## src/sv/afc_pkg.sv

```systemverilog
// Shared types, constants and helper functions for the ASCII frame checker.
// No dependencies; every other file of the block uses this package.
`default_nettype none

package afc_pkg;

   // Payload store capacity in bytes.
   localparam int MAX_PAYLOAD = 16;
   localparam int ADDR_W      = (MAX_PAYLOAD > 1) ? $clog2(MAX_PAYLOAD) : 1;

   // Checksum nibble masks, most significant nibble first.
   localparam logic [15:0] NIBBLE_MASK [4] = '{16'hF000, 16'h0F00, 16'h00F0, 16'h000F};

   // Parser and drain phases.
   typedef enum logic [6:0] {
      PH_IDLE    = 7'b0000001,
      PH_ID      = 7'b0000010,
      PH_LEN_HI  = 7'b0000100,
      PH_LEN_LO  = 7'b0001000,
      PH_PAYLOAD = 7'b0010000,
      PH_CHECK   = 7'b0100000,
      PH_DRAIN   = 7'b1000000
   } phase_type;

   // Result status codes.
   typedef enum logic [1:0] {
      ST_DATA     = 2'd0,
      ST_EMPTY    = 2'd1,
      ST_MISMATCH = 2'd2,
      ST_TOO_LONG = 2'd3
   } status_type;

   typedef struct packed {
      logic [7:0] byte_in;
      logic       frame_start;
   } req_type;

   typedef struct packed {
      logic [7:0] data_byte;
      status_type status;
      logic       last;
   } rsp_type;

   // Write port of the payload store.
   typedef struct packed {
      logic              en;
      logic [ADDR_W-1:0] addr;
      logic [7:0]        data;
   } mem_wr_type;

   // Decimal digit value; anything else counts as zero.
   function automatic logic [3:0] digit_value(input logic [7:0] c);
      if (c >= 8'h30 && c <= 8'h39) begin
         return 4'(c - 8'h30);
      end
      return 4'd0;
   endfunction

   // Lowercase hex character for a nibble.
   function automatic logic [7:0] hex_char(input logic [3:0] n);
      if (n < 4'd10) begin
         return 8'h30 + 8'(n);
      end
      return 8'h61 + 8'(n) - 8'd10;
   endfunction

endpackage

`default_nettype wire

```

## src/sv/afc_ctrl.sv

```systemverilog
// Frame parser and drain sequencer with the shared position counter,
// checksum adder and nibble compare. Depends on afc_pkg; drives afc_store.
`default_nettype none

module afc_ctrl (
   input  wire logic                      clock,
   input  wire logic                      reset,
   input  wire logic                      req_valid,
   output logic                           req_ready,
   input  wire afc_pkg::req_type          req_data,
   output logic                           rsp_valid,
   input  wire logic                      rsp_ready,
   output afc_pkg::rsp_type               rsp_data,
   output afc_pkg::mem_wr_type            mem_wr,
   output logic [afc_pkg::ADDR_W-1:0]     rd_addr,
   input  wire logic [7:0]                rd_data
);

   afc_pkg::phase_type phase_ff, phase_in;
   logic [6:0]         position_ff, position_in;
   logic [6:0]         frame_length_ff, frame_length_in;
   logic [15:0]        running_sum_ff, running_sum_in;
   logic               mismatch_ff, mismatch_in;
   logic               rsp_valid_ff, rsp_valid_in;
   afc_pkg::rsp_type   rsp_data_ff, rsp_data_in;

   logic        accept;
   logic        out_free;
   logic        check_final;
   logic [6:0]  pos_inc;
   logic [3:0]  digit;
   logic [1:0]  chk_idx;
   logic [3:0]  shamt;
   logic [15:0] masked;
   logic [3:0]  nib;
   logic        nib_bad;
   logic        bad_final;

   // Shared position increment, checksum nibble select and compare.
   assign pos_inc     = position_ff + 7'd1;
   assign digit       = afc_pkg::digit_value(req_data.byte_in);
   assign chk_idx     = position_ff[1:0];
   assign shamt       = 4'd12 - {chk_idx, 2'b00};
   assign masked      = (running_sum_ff & afc_pkg::NIBBLE_MASK[chk_idx]) >> shamt;
   assign nib         = masked[3:0];
   assign nib_bad     = afc_pkg::hex_char(nib) != req_data.byte_in;
   assign bad_final   = mismatch_ff | nib_bad;

   // Hold off only while draining, or when the final checksum byte finds the output register full.
   assign out_free    = !rsp_valid_ff || rsp_ready;
   assign check_final = (phase_ff == afc_pkg::PH_CHECK) && (position_ff == 7'd3);
   assign req_ready   = (phase_ff != afc_pkg::PH_DRAIN) && !(check_final && !out_free);
   assign accept      = req_valid && req_ready;

   // Next-state logic.
   always_comb begin
      phase_in        = phase_ff;
      position_in     = position_ff;
      frame_length_in = frame_length_ff;
      running_sum_in  = running_sum_ff;
      mismatch_in     = mismatch_ff;
      rsp_valid_in    = rsp_valid_ff && !rsp_ready;
      rsp_data_in     = rsp_data_ff;
      mem_wr          = '0;

      if (accept && req_data.frame_start) begin
         // Restart parsing on a frame_start byte.
         phase_in        = afc_pkg::PH_ID;
         position_in     = 7'd0;
         frame_length_in = 7'd0;
         running_sum_in  = 16'd0;
         mismatch_in     = 1'b0;
      end else begin
         unique case (phase_ff)
            afc_pkg::PH_IDLE: begin
            end
            afc_pkg::PH_ID: begin
               if (accept) begin
                  phase_in = afc_pkg::PH_LEN_HI;
               end
            end
            afc_pkg::PH_LEN_HI: begin
               if (accept) begin
                  frame_length_in = 7'({digit, 3'b000}) + 7'({digit, 1'b0});
                  phase_in        = afc_pkg::PH_LEN_LO;
               end
            end
            afc_pkg::PH_LEN_LO: begin
               if (accept) begin
                  frame_length_in = frame_length_ff + 7'(digit);
                  position_in     = 7'd0;
                  phase_in        = (frame_length_in != 7'd0) ? afc_pkg::PH_PAYLOAD
                                                              : afc_pkg::PH_CHECK;
               end
            end
            afc_pkg::PH_PAYLOAD: begin
               if (accept) begin
                  // Store the byte if it fits, always add it to the sum.
                  mem_wr.en      = position_ff < 7'(afc_pkg::MAX_PAYLOAD);
                  mem_wr.addr    = position_ff[afc_pkg::ADDR_W-1:0];
                  mem_wr.data    = req_data.byte_in;
                  running_sum_in = running_sum_ff + 16'(req_data.byte_in);
                  position_in    = pos_inc;
                  if (pos_inc >= frame_length_ff) begin
                     position_in = 7'd0;
                     phase_in    = afc_pkg::PH_CHECK;
                  end
               end
            end
            afc_pkg::PH_CHECK: begin
               if (accept) begin
                  mismatch_in = bad_final;
                  position_in = pos_inc;
                  if (check_final) begin
                     position_in = 7'd0;
                     phase_in    = afc_pkg::PH_IDLE;
                     rsp_data_in.data_byte = 8'd0;
                     rsp_data_in.last      = 1'b1;
                     if (frame_length_ff > 7'(afc_pkg::MAX_PAYLOAD)) begin
                        rsp_valid_in       = 1'b1;
                        rsp_data_in.status = afc_pkg::ST_TOO_LONG;
                     end else if (bad_final) begin
                        rsp_valid_in       = 1'b1;
                        rsp_data_in.status = afc_pkg::ST_MISMATCH;
                     end else if (frame_length_ff == 7'd0) begin
                        rsp_valid_in       = 1'b1;
                        rsp_data_in.status = afc_pkg::ST_EMPTY;
                     end else begin
                        phase_in = afc_pkg::PH_DRAIN;
                     end
                  end
               end
            end
            afc_pkg::PH_DRAIN: begin
               // Advance through the store one byte per free output slot.
               if (out_free) begin
                  rsp_valid_in          = 1'b1;
                  rsp_data_in.data_byte = rd_data;
                  rsp_data_in.status    = afc_pkg::ST_DATA;
                  rsp_data_in.last      = pos_inc == frame_length_ff;
                  position_in           = pos_inc;
                  if (pos_inc == frame_length_ff) begin
                     position_in = 7'd0;
                     phase_in    = afc_pkg::PH_IDLE;
                  end
               end
            end
            default: begin
               phase_in = afc_pkg::PH_IDLE;
            end
         endcase
      end
   end

   // Read the entry the next cycle will drain, so data is always ready.
   assign rd_addr = position_in[afc_pkg::ADDR_W-1:0];

   // Control registers.
   always_ff @(posedge clock) begin
      if (reset) begin
         phase_ff        <= afc_pkg::PH_IDLE;
         position_ff     <= 7'd0;
         frame_length_ff <= 7'd0;
         running_sum_ff  <= 16'd0;
         mismatch_ff     <= 1'b0;
         rsp_valid_ff    <= 1'b0;
      end else begin
         phase_ff        <= phase_in;
         position_ff     <= position_in;
         frame_length_ff <= frame_length_in;
         running_sum_ff  <= running_sum_in;
         mismatch_ff     <= mismatch_in;
         rsp_valid_ff    <= rsp_valid_in;
      end
   end

   // Output payload register.
   always_ff @(posedge clock) begin
      rsp_data_ff <= rsp_data_in;
   end

   assign rsp_valid = rsp_valid_ff;
   assign rsp_data  = rsp_data_ff;

endmodule

`default_nettype wire
```

## config.mk

```make
export PLATFORM = sky130hd
export DESIGN_NAME = afc_ctrl
export DESIGN_NICKNAME = d
export VERILOG_FILES = /design/src/sv/afc_pkg.sv /design/src/sv/afc_ctrl.sv
export SDC_FILE = /design/constraint.sdc
export NUM_CORES = 1
export LEC_CHECK = 0
export ABC_AREA = 1
export BUFFER_PORTS_ARGS = -buffer_cell sky130_fd_sc_hd__buf_2
export CAP_MARGIN = 10
export CORE_AREA = 2 2 151 109
export DETAILED_ROUTE_END_ITERATION = 8
export DIE_AREA = 0 0 153 111
export PLACE_DENSITY = 0.53
export SLEW_MARGIN = 15
export SYNTH_ARGS = -nofsm -noshare
export SYNTH_HDL_FRONTEND = slang
export SYNTH_SLANG_ARGS = --single-unit
```

## constraint.sdc

```tcl
create_clock -name clock -period 8.4 [get_ports clock]
set_input_delay 0.84 -clock clock [delete_from_list [all_inputs] [get_ports clock]]
set_output_delay 0.84 -clock clock [all_outputs]
set_load 0.03 [all_outputs]
```

=== After elaboration in Yosys (flattened, before gate mapping) ===
Cells that the tools add are included.

* Register bits after elaboration: 50
* Bits of input ports: 21
* Output and inout port bits: 30
* Logic and storage cells: 144

* Add/sub/neg operators: 9
* Order comparisons: 7
* Equality and inequality tests: 31
* Shift-type cells: 1
* Muxes and demuxes: 54
* Bitwise operators: 5
* Reduce and logical (&&, ||, !) cells: 26

{| class="wikitable"
|+ Operator list
! kind !! number
|-
| 2-to-1 mux 7 bit || 21
|-
| one-hot mux 7 bit (7 select lines) || 1
|-
| 2-to-1 mux 13 bit || 3
|-
| 2-to-1 mux 11 bit || 3
|-
| binary-select mux 16 bit (select 2 bit) || 1
|-
| 2-to-1 mux 16 bit || 2
|-
| one-hot mux 7 bit (4 select lines) || 1
|-
| one-hot mux 11 bit (2 select lines) || 1
|-
| inequality test 3 bit, second input constant || 7
|-
| inequality test 2 bit, second input constant || 10
|-
| AND reduction 10 bit || 2
|-
| adder 16 x 8 -> 16 bit || 1
|-
| bitwise AND 16 bit || 1
|-
| 2-to-1 mux 8 bit || 2
|-
| >> shifter 16 x 4 -> 4 bit || 1
|-
| == test 7 x 2 -> 1 bit, second input constant || 2
|-
| one-hot mux 7 bit (2 select lines) || 1
|-
| 2-to-1 mux 4 bit || 3
|-
| AND reduction 5 bit || 2
|-
| 2-to-1 mux 1 bit || 9
|-
| adder 7 x 4 -> 8 bit, first input constant || 1
|-
| >= comparator 8 x 6 -> 1 bit, second input constant || 1
|-
| less-or-equal comparator 8 x 6 -> 1 bit, second input constant || 1
|-
| 2-to-1 mux 2 bit || 4
|-
| other kinds (39) || 52
|}

=== Depth between registers and ports, before layout ===
Gate-level depths: netlist (run 1).

* Word-level depth: 17
* Depth in mapped cells: 21
* Depth with buffers taken out: 20

=== Worst setup path after synthesis (run 1) ===
No wires, ideal clock.

* Path type: reg2out
* Start point: reg position_ff[1]
* End point: out rd_addr[1] (netlist name)
* Arrival time: 2.767 ns
* Data required time: 7.560 ns
* Slack: 4.793 ns
* Cell stages (with the launch flop): 16
* Path buffers: 1
* Path through: dfxtp_1 ha_1 buf_2 nand3_1 nand3b_1 xnor2_1 ha_1 a21oi_1 o21ai_0 a21oi_1 nand3_1 nand2_1 nand2_1 o21ai_2 nand2_1 a21oi_1

* Word-level cells in the longest chain between the ends: 9
* Elaborated cells on any way between the ends: 19
* Those cells by class: add/sub (1); order compare (1); eq/ne (2); mux (9); reduce/logical (6)

{| class="wikitable"
|+ Ends and longest elaborated chain
! what !! line !! RTL
|-
| start, declared || afc_ctrl.sv:20 || <nowiki>logic [6:0] position_ff, position_in;</nowiki>
|-
| start signal, assigned || afc_ctrl.sv:169 || <nowiki>position_ff <= position_in;</nowiki>
|-
| parallel branches: the longest is 8 deep, another holds adder 7 x 1 -> 7 bit || - ||
|-
| 2-to-1 mux 4 bit (*) || afc_ctrl.sv:66 || <nowiki>if (accept && req_data.frame_start) begin</nowiki>
|-
| end, declared || afc_ctrl.sv:15 || <nowiki>output logic [afc_pkg::ADDR_W-1:0] rd_addr,</nowiki>
|}

Every way passes the cells marked *. The select of a mux whose other input is x is not followed.

=== Worst setup path in the final report (run 1) ===
* Start point: reg position_ff[0]
* End point: out rd_addr[3] (netlist name)

Same word-level chain as after synthesis.

==> results of run 1 <==
## per-layer routing
metal  global-route usage [%]  routed length [um]  part of all wire (%)
met3                     2.38                 581                   5.4
met5                        0                   0                     0
met1                     20.7                5840                    55
met4                     2.28                  96                  0.90
met2                     18.5                4160                    39
## worst reg2reg max path, stage by stage, from the launching register on
cell and delay [ns]:
dfxtp_1 0.61, ha_1 0.40, nand3_1 0.16, nand3b_1 0.21, xnor2_1 0.17, ha_1 0.30, nand2_1 0.06, nor2_1 0.14
nand4_1 0.14, nand2_2 0.13, nand2_1 0.06, nor2_1 0.12, nand3_2 0.22, nor2_1 0.27, nand4_1 0.12, a21oi_1 0.14
## kinds of logic (layout without fill, tap and decap cells)
logic type	Yosys count	in the layout	synth area share, %
xor+xnor	17	17	3.89
flops	50	50	29.0
buf+inv	88	139	9.74
compound gates	90	90	14.0
fa+ha+maj	29	29	10.1
simple gates	272	272	33.3
## metrics by stage
step / instance area [um2] / util, % / std cells / total power (W) / setup slack (ns)
floorplan: 3830 / - / 546 / 0.000297 / 4.79
global placement: 4280 / 27.2 / 794 / 0.000317 / 4.31
detailed placement: 4280 / 27.2 / 794 / 0.000316 / 4.20
CTS: 4450 / 28.2 / 802 / 0.000553 / 3.87
global route: 4450 / 28.2 / 802 / 0.000572 / 3.58
finish: 4450 / 28.2 / 802 / 0.000548 / 3.90
## cells in the mapped netlist, types with 5 or more instances
library cell | n | share of area (%)
o21ai_2 | 8 | 1.8
nor2_2 | 6 | 0.98
nand4_1 | 9 | 1.5
nand2_2 | 10 | 1.6
edfxtp_1 | 11 | 8.6
inv_1 | 71 | 7.0
ha_1 | 26 | 8.5
o21ai_0 | 22 | 2.9
nor2_1 | 61 | 6.0
nand3_1 | 36 | 4.7
inv_2 | 5 | 0.49
nor3_1 | 6 | 0.78
a21oi_2 | 6 | 1.4
dfxtp_1 | 39 | 20
nand2_1 | 122 | 12
xor2_1 | 11 | 2.5
a21oi_1 | 42 | 5.5
xnor2_1 | 6 | 1.4
## registers in the layout, indices dropped and copies added, names as in the netlist
| name | flops |
|---|---|
| running_sum_ff | 16 |
| rsp_data | 11 |
| position_ff | 7 |
| phase_ff | 7 |
| mismatch_ff | 1 |
| rsp_valid | 1 |
| frame_length_ff | 7 |
## cell usage in the layout (no fill, tap or decap), drive strengths merged
cell type	count
clkbuf	6
and2	1
ha	26
nand3b	1
nand4	9
clkinvlp	1
nor4	6
a21oi	49
dfxtp	39
fa	3
a211oi	3
nand2	136
xnor2	6
xor2	11
nor2	69
o211ai	2
nor3	8
a31oi	4
and3	1
bufinv	1
edfxtp	11
o21ai	32
nand3	40
inv	79
nor3b	1
buf	52
## worst max-delay path by stage
stage	startpoint	end	depth (start not counted)	slack (ns)
CTS	position_ff[0]$_SDFF_PP0_	rd_addr[3]	15	3.87
detailed placement	position_ff[0]$_SDFF_PP0_	rd_addr[3]	15	4.20
floorplan	position_ff[1]$_SDFF_PP0_	rd_addr[1]	15	4.79
finish	position_ff[0]$_SDFF_PP0_	rd_addr[3]	15	3.90
global placement	position_ff[0]$_SDFF_PP0_	rd_addr[3]	15	4.31
global route	position_ff[0]$_SDFF_PP0_	rd_addr[3]	15	3.58
## layout make-up
cell class	instances	share of cell area (%)
Multi-Input combinational cell	408	52.7
Sequential cell	50	25.0
Inverter	79	6.84
Timing Repair Buffer	52	5.96
Tap cell	205	5.77
Clock buffer	6	2.90
Clock inverter	2	0.844
## power by group through the flow
stage	logic [W]	clock network [W]	registers [W]
finish	0.0000604	0.000237	0.000250
detailed placement	0.0000600	0	0.000256
CTS	0.0000603	0.000243	0.000250
floorplan	0.0000421	0	0.000255
global placement	0.0000610	0	0.000256
global route	0.0000680	0.000254	0.000251
==> summary.txt, run 1 <==
Outcome
  – Status: complete, no violations

Clock network
  – Root Buffer: clkbuf_16
  – Latest clock arrival within the worst-skew pair: around 0.29 ns
  – Post-CTS Setup Bufs: 0
  – H-Tree Depth: 2
  – Reg clk slew, reported paths: ~0.070 ns
  – CTS Sinks: 50
  – TritonCTS clock tree: built
  – Max clock buf depth: 2
  – Num CTS Buffers: 5
  – Resized cells post-CTS: 0
  – CTS Hold Buffers Added: 0

Worst setup path
  – CP arrival: around 3.7 ns
  – Kind of critical path: reg2out
  – Critical path buffers and inverters: 1
  – Crit Reg-Reg Endpoint: phase_ff[6]$_SDFFE_PP0P_
  – R2r startpoint: position_ff[0]$_SDFF_PP0_
  – Crit path required time: between 7 and 8 ns
  – CP Capture Type: output port
  – CP Max Fanout: 14
  – Slowest stage cell, crit path: dfxtp_1
  – Worst reg-to-reg path cell count: 15
  – Startpoint types: register
  – Worst reg2reg setup slack: just over 5 ns
  – Crit-path max cell delay: 0.61 ns
  – Critical path cell sequence: ha_1 > nand3_1 > nand3b_1 > xnor2_1 > ha_1 > a21oi_1 > o21ai_0 > a21oi_1 > nand3_1 > nand2_1 > nand2_1 > o21ai_2 > nand2_1 > a21oi_1 > buf_2
  – Top Family by Delay on Critical Path: compound AO/OA/AOI/OAI gates

Timing
  – Slew @ Worst Pin: between 0.6 and 0.7 ns
  – Final setup viols: 0
  – Final Hold Viols: 0
  – RSZ-0062 raised after global routing: false
  – Final period util: between 50% and 60%
  – Final setup TNS: 0 ns
  – Hold_ws: ~0.50 ns
  – Rel. slew slack: a little under three fifths
  – Pins Over Slew Limit: 0
  – Max Clock Skew: between 0.005 and 0.006 ns
  – Crit path time final: roughly 4.5 ns
  – Fmax: approximately 0.22 GHz

Floorplanning
  – Core area: approximately 16000 um2
  – Top Ports: around 50
  – Die Y: around 110 um
  – Initial Util: roughly 24%
  – Die width: 153 um
  – Die area: roughly 17000 um2
  – Site Rows: 39

Placed design
  – Gpl congestion: approximately 0.83
  – Dpl hpwl: roughly 8600 um
  – Port Buffers: 50

Finish
  – Post-layout net count: 646
  – Area delta synth->final: 16.2%
  – Layout cells sized above 1: between 10% and 20%
  – Layout fillers: 1752
  – Multi-input logic area: 2340 um2
  – Antenna diodes: 0
  – Register area: approximately 1100 um2

Worst hold path
  – Hold EP: phase_ff[4]$_SDFFE_PP0P_
  – HP Start: phase_ff[4]$_SDFFE_PP0P_
  – Worst min path class: reg2reg
  – Worst Hold Depth: 2

Route
  – Vias per Instance: around 4.5
  – Drt first pass iters: 5
  – Drc violations: 0
  – Routed WL: ~11000 um
  – Via count: 3605
  – Avg WL per Cell: 13.3 um
  – Number of nets still failing antenna checks after routing: 0
  – Initial drt markers: between 200 and 250

Global route
  – Number of global-route vias before repair: between 3000 and 4000
  – Largest net degree at the start of global routing: 21
  – Initial antenna violation count: 0
  – First-pass GRT wire length: 18100 um
  – Gr ovfl total: 0
  – GRT Total Usage: between 10% and 20%

Run
  – Max-cap viol count: 0

Yosys
  – Synth Flop Type: dfxtp_1
  – Warnings from Yosys: 0
  – Synthesized instance count: 546
  – Post-synth cell types: between 40 and 50
  – Synthesized flop and latch total: 50
  – Asr flop ratio synth: 0%
  – Syn_nets: roughly 600
  – Syn Area/Cell: about 7 um2
  – Sequential fraction of the synthesis area: between 20% and 30%
  – Mapped Area: 3830 um2
  – Number of synthesized flops with an enable pin: 11

Power
  – Logic gate share of total power: between 10 and 15%
  – Worst vdd ir: around 0.068 mV
  – Lkg Pwr: ~2.0 nW
  – Psw: ~0.00014 W
  – Switching part of the total: approximately a quarter
  – Flop pwr share: 45.7%
  – Power Density: ~120 nW/um2
  – Clock group share of total power: between 40% and 50%
  – Internal power of the cells: slightly above 0.0004 W
Power figures use the tool's default switching activity.
==> run 2: changes to the inputs <==
- clock period: 8.4 -> 4.7 ns (I/O delays scaled with it)
==> run 2 against run 1 <==
Cell area unchanged. Non-clock buffer count stayed put. Cell count did not move. Clock skew is 0.0062 ns higher. Worst setup slack lost 3.3 ns. Flip-flop and latch count unchanged. Utilization stayed put. Clock power increased by 80%. Critical path depth unchanged. Highest routed layer unchanged.
==> summary.txt, run 2 (synthesized netlist as in run 1, its figures left out) <==
Worst setup path
  – CP Max Fanout: 14
  – CP Capture Type: output port
  – R2r startpoint: position_ff[0]$_SDFF_PP0_
  – Top Family by Delay on Critical Path: compound AO/OA/AOI/OAI gates
  – Critical path cell sequence: ha_1 > nand3_1 > nand3b_1 > xnor2_1 > ha_1 > a21oi_1 > o21ai_0 > a21oi_1 > nand3_1 > nand2_1 > nand2_1 > o21ai_2 > nand2_1 > a21oi_1 > buf_2
  – Worst reg2reg setup slack: 1.39 ns
  – Crit Reg-Reg Endpoint: phase_ff[0]$_SDFFE_PP1P_
  – Kind of critical path: reg2out
  – Crit path required time: roughly 4.2 ns
  – Critical path buffers and inverters: 1
  – Slowest stage cell, crit path: dfxtp_1
  – Worst reg-to-reg path cell count: 16
  – Crit-path max cell delay: 0.62 ns
  – Startpoint types: register
  – CP arrival: about 3.7 ns

Power
  – Internal power of the cells: 0.000728 W
  – Clock group share of total power: 43.5%
  – Worst vdd ir: approximately 0.12 mV
  – Flop pwr share: between 40 and 50%
  – Psw: ~0.00025 W
  – Lkg Pwr: 1.98 nW
  – Switching part of the total: between 20% and 30%
  – Total power: 0.000981 W
  – Logic gate share of total power: roughly 11%
  – Power Density: about 220 nW/um2

Timing
  – Final period util: between 80% and 90%
  – Pins Over Slew Limit: 0
  – Crit path time final: between 4 and 5 ns
  – Final setup TNS: 0 ns
  – Max Clock Skew: 0.0115 ns
  – Slew @ Worst Pin: 0.777 ns
  – Fmax: between 0.2 and 0.25 GHz
  – Final setup viols: 0
  – RSZ-0062 raised after global routing: false
  – Final Hold Viols: 0
  – Rel. slew slack: 47.9%
  – Final Worst Setup Slack: approximately 0.58 ns

Clock network
  – Resized cells post-CTS: 0
  – Root Buffer: clkbuf_16
  – TritonCTS clock tree: built
  – Post-CTS Setup Bufs: 0
  – Num CTS Buffers: 5
  – Reg clk slew, reported paths: roughly 0.060 ns
  – CTS Sinks: 50
  – Latest clock arrival within the worst-skew pair: 0.30 ns
  – CTS Hold Buffers Added: 0
  – H-Tree Depth: 2
  – Max clock buf depth: 2

Finish
  – Commonest non-fill, non-tap cell in the layout: nand2_1
  – Max reg flops: 16
  – Fin util: 28.2%
  – Post-layout net count: 646
  – Top reg by flops: running_sum_ff
  – Most frequent cells in the layout: nand2_1 (122), inv_1 (71), nor2_1 (61)
  – Antenna diodes: 0
  – Area delta synth->final: 16.2%
  – Layout cells sized above 1: 18.9%
  – Layout fillers: between 1500 and 2000

Placed design
  – Dpl hpwl: around 8600 um
  – Pre-CTS setup slack: ~0.98 ns
  – Port Buffers: 50
  – Gpl congestion: slightly above 0.8

Floorplanning
  – Die area: ~17000 um2
  – Top Ports: 51
  – Die Y: 111 um
  – Die width: about 150 um
  – Site Rows: 39
  – Initial Util: between 20% and 30%
  – Core area: ~16000 um2

Global route
  – Gr ovfl total: 0
  – Largest net degree at the start of global routing: 21
  – Number of global-route vias before repair: 3265
  – First-pass GRT wire length: 17500 um
  – Initial antenna violation count: 0
  – GRT Total Usage: between 10 and 15%

Route
  – Avg WL per Cell: approximately 13 um
  – Routed WL: between 10000 and 15000 um
  – Initial drt markers: 193
  – Drc violations: 0
  – Vias per Instance: 4.48
  – Drt first pass iters: 5
  – Number of nets still failing antenna checks after routing: 0
  – Via count: between 3000 and 4000

Worst hold path
  – Worst min path class: in2reg
  – HP Start: reset
  – Hold EP: phase_ff[1]$_SDFFE_PP0P_
  – Worst Hold Depth: 2

Run
  – Max-cap viol count: 0

Outcome
  – Status: complete, no violations
==> run 2: cell counts in the layout (fill, tap and decap cells not counted) <==
No cell type changed its count.
==> run 2: final cells by class <==
cell class                 count  area, um2  share of cell area, %
clock buffer                   6        129                   2.90
clock inverter                 2       37.5                  0.844
inverter                      79        304                   6.84
multi-input combinational    408       2340                   52.7
sequential                    50       1110                   25.0
tap                          205        256                   5.77
timing repair buffer          52        265                   5.96
==> run 2: worst reg2reg max path, cell delays in order, from the launching register on <==
cell	delay [ns]
dfxtp_1	0.62
ha_1	0.38
nand3_1	0.15
nand3b_1	0.20
xnor2_1	0.17
ha_1	0.30
nand2_1	0.06
nor2_1	0.14
nand4_1	0.13
nand2_2	0.12
nand2_1	0.05
nor2_1	0.11
nand3_2	0.22
nor2_1	0.30
nand2_1	0.13
nand2_1	0.08
nand2_1	0.04
==> run 2: worst max path at each step <==
stage / from / endpoint / slack [ns] / cells past startpoint
finish: position_ff[0]$_SDFF_PP0_ / rd_addr[3] / 0.58 / 15
global route: position_ff[0]$_SDFF_PP0_ / rd_addr[3] / 0.20 / 15
CTS: position_ff[0]$_SDFF_PP0_ / rd_addr[3] / 0.63 / 15
detailed placement: position_ff[0]$_SDFF_PP0_ / rd_addr[3] / 0.98 / 15
global placement: position_ff[0]$_SDFF_PP0_ / rd_addr[3] / 1.04 / 15
floorplan: position_ff[1]$_SDFF_PP0_ / rd_addr[1] / 1.46 / 15
==> run 2: layer usage <==
layer | vias up | GRT usage (%) | part of all wire (%)
met4 | 0 | 2.28 | 0.46
li1 | 1888 | - | -
met3 | 5 | 2.81 | 5.0
met2 | 81 | 17.8 | 39
met1 | 1619 | 20.2 | 55
met5 | - | 0 | 0
==> run 2: power by group through the flow <==
stage	sequential (W)	clock, W	combinational (W)
after global routing	0.000448	0.000450	0.000122
after detailed placement	0.000457	0	0.000107
final	0.000447	0.000426	0.000107
after CTS	0.000447	0.000437	0.000107
after global placement	0.000457	0	0.000108
after floorplan	0.000456	0	0.0000753
==> run 2: metrics by stage <==
stage	instances	hold slack, ns	area (um2)
after global placement	794	0.488	4280
after floorplan	546	0.456	3830
after CTS	802	0.384	4450
after global routing	802	0.394	4450
final	802	0.384	4450
after detailed placement	794	0.483	4280
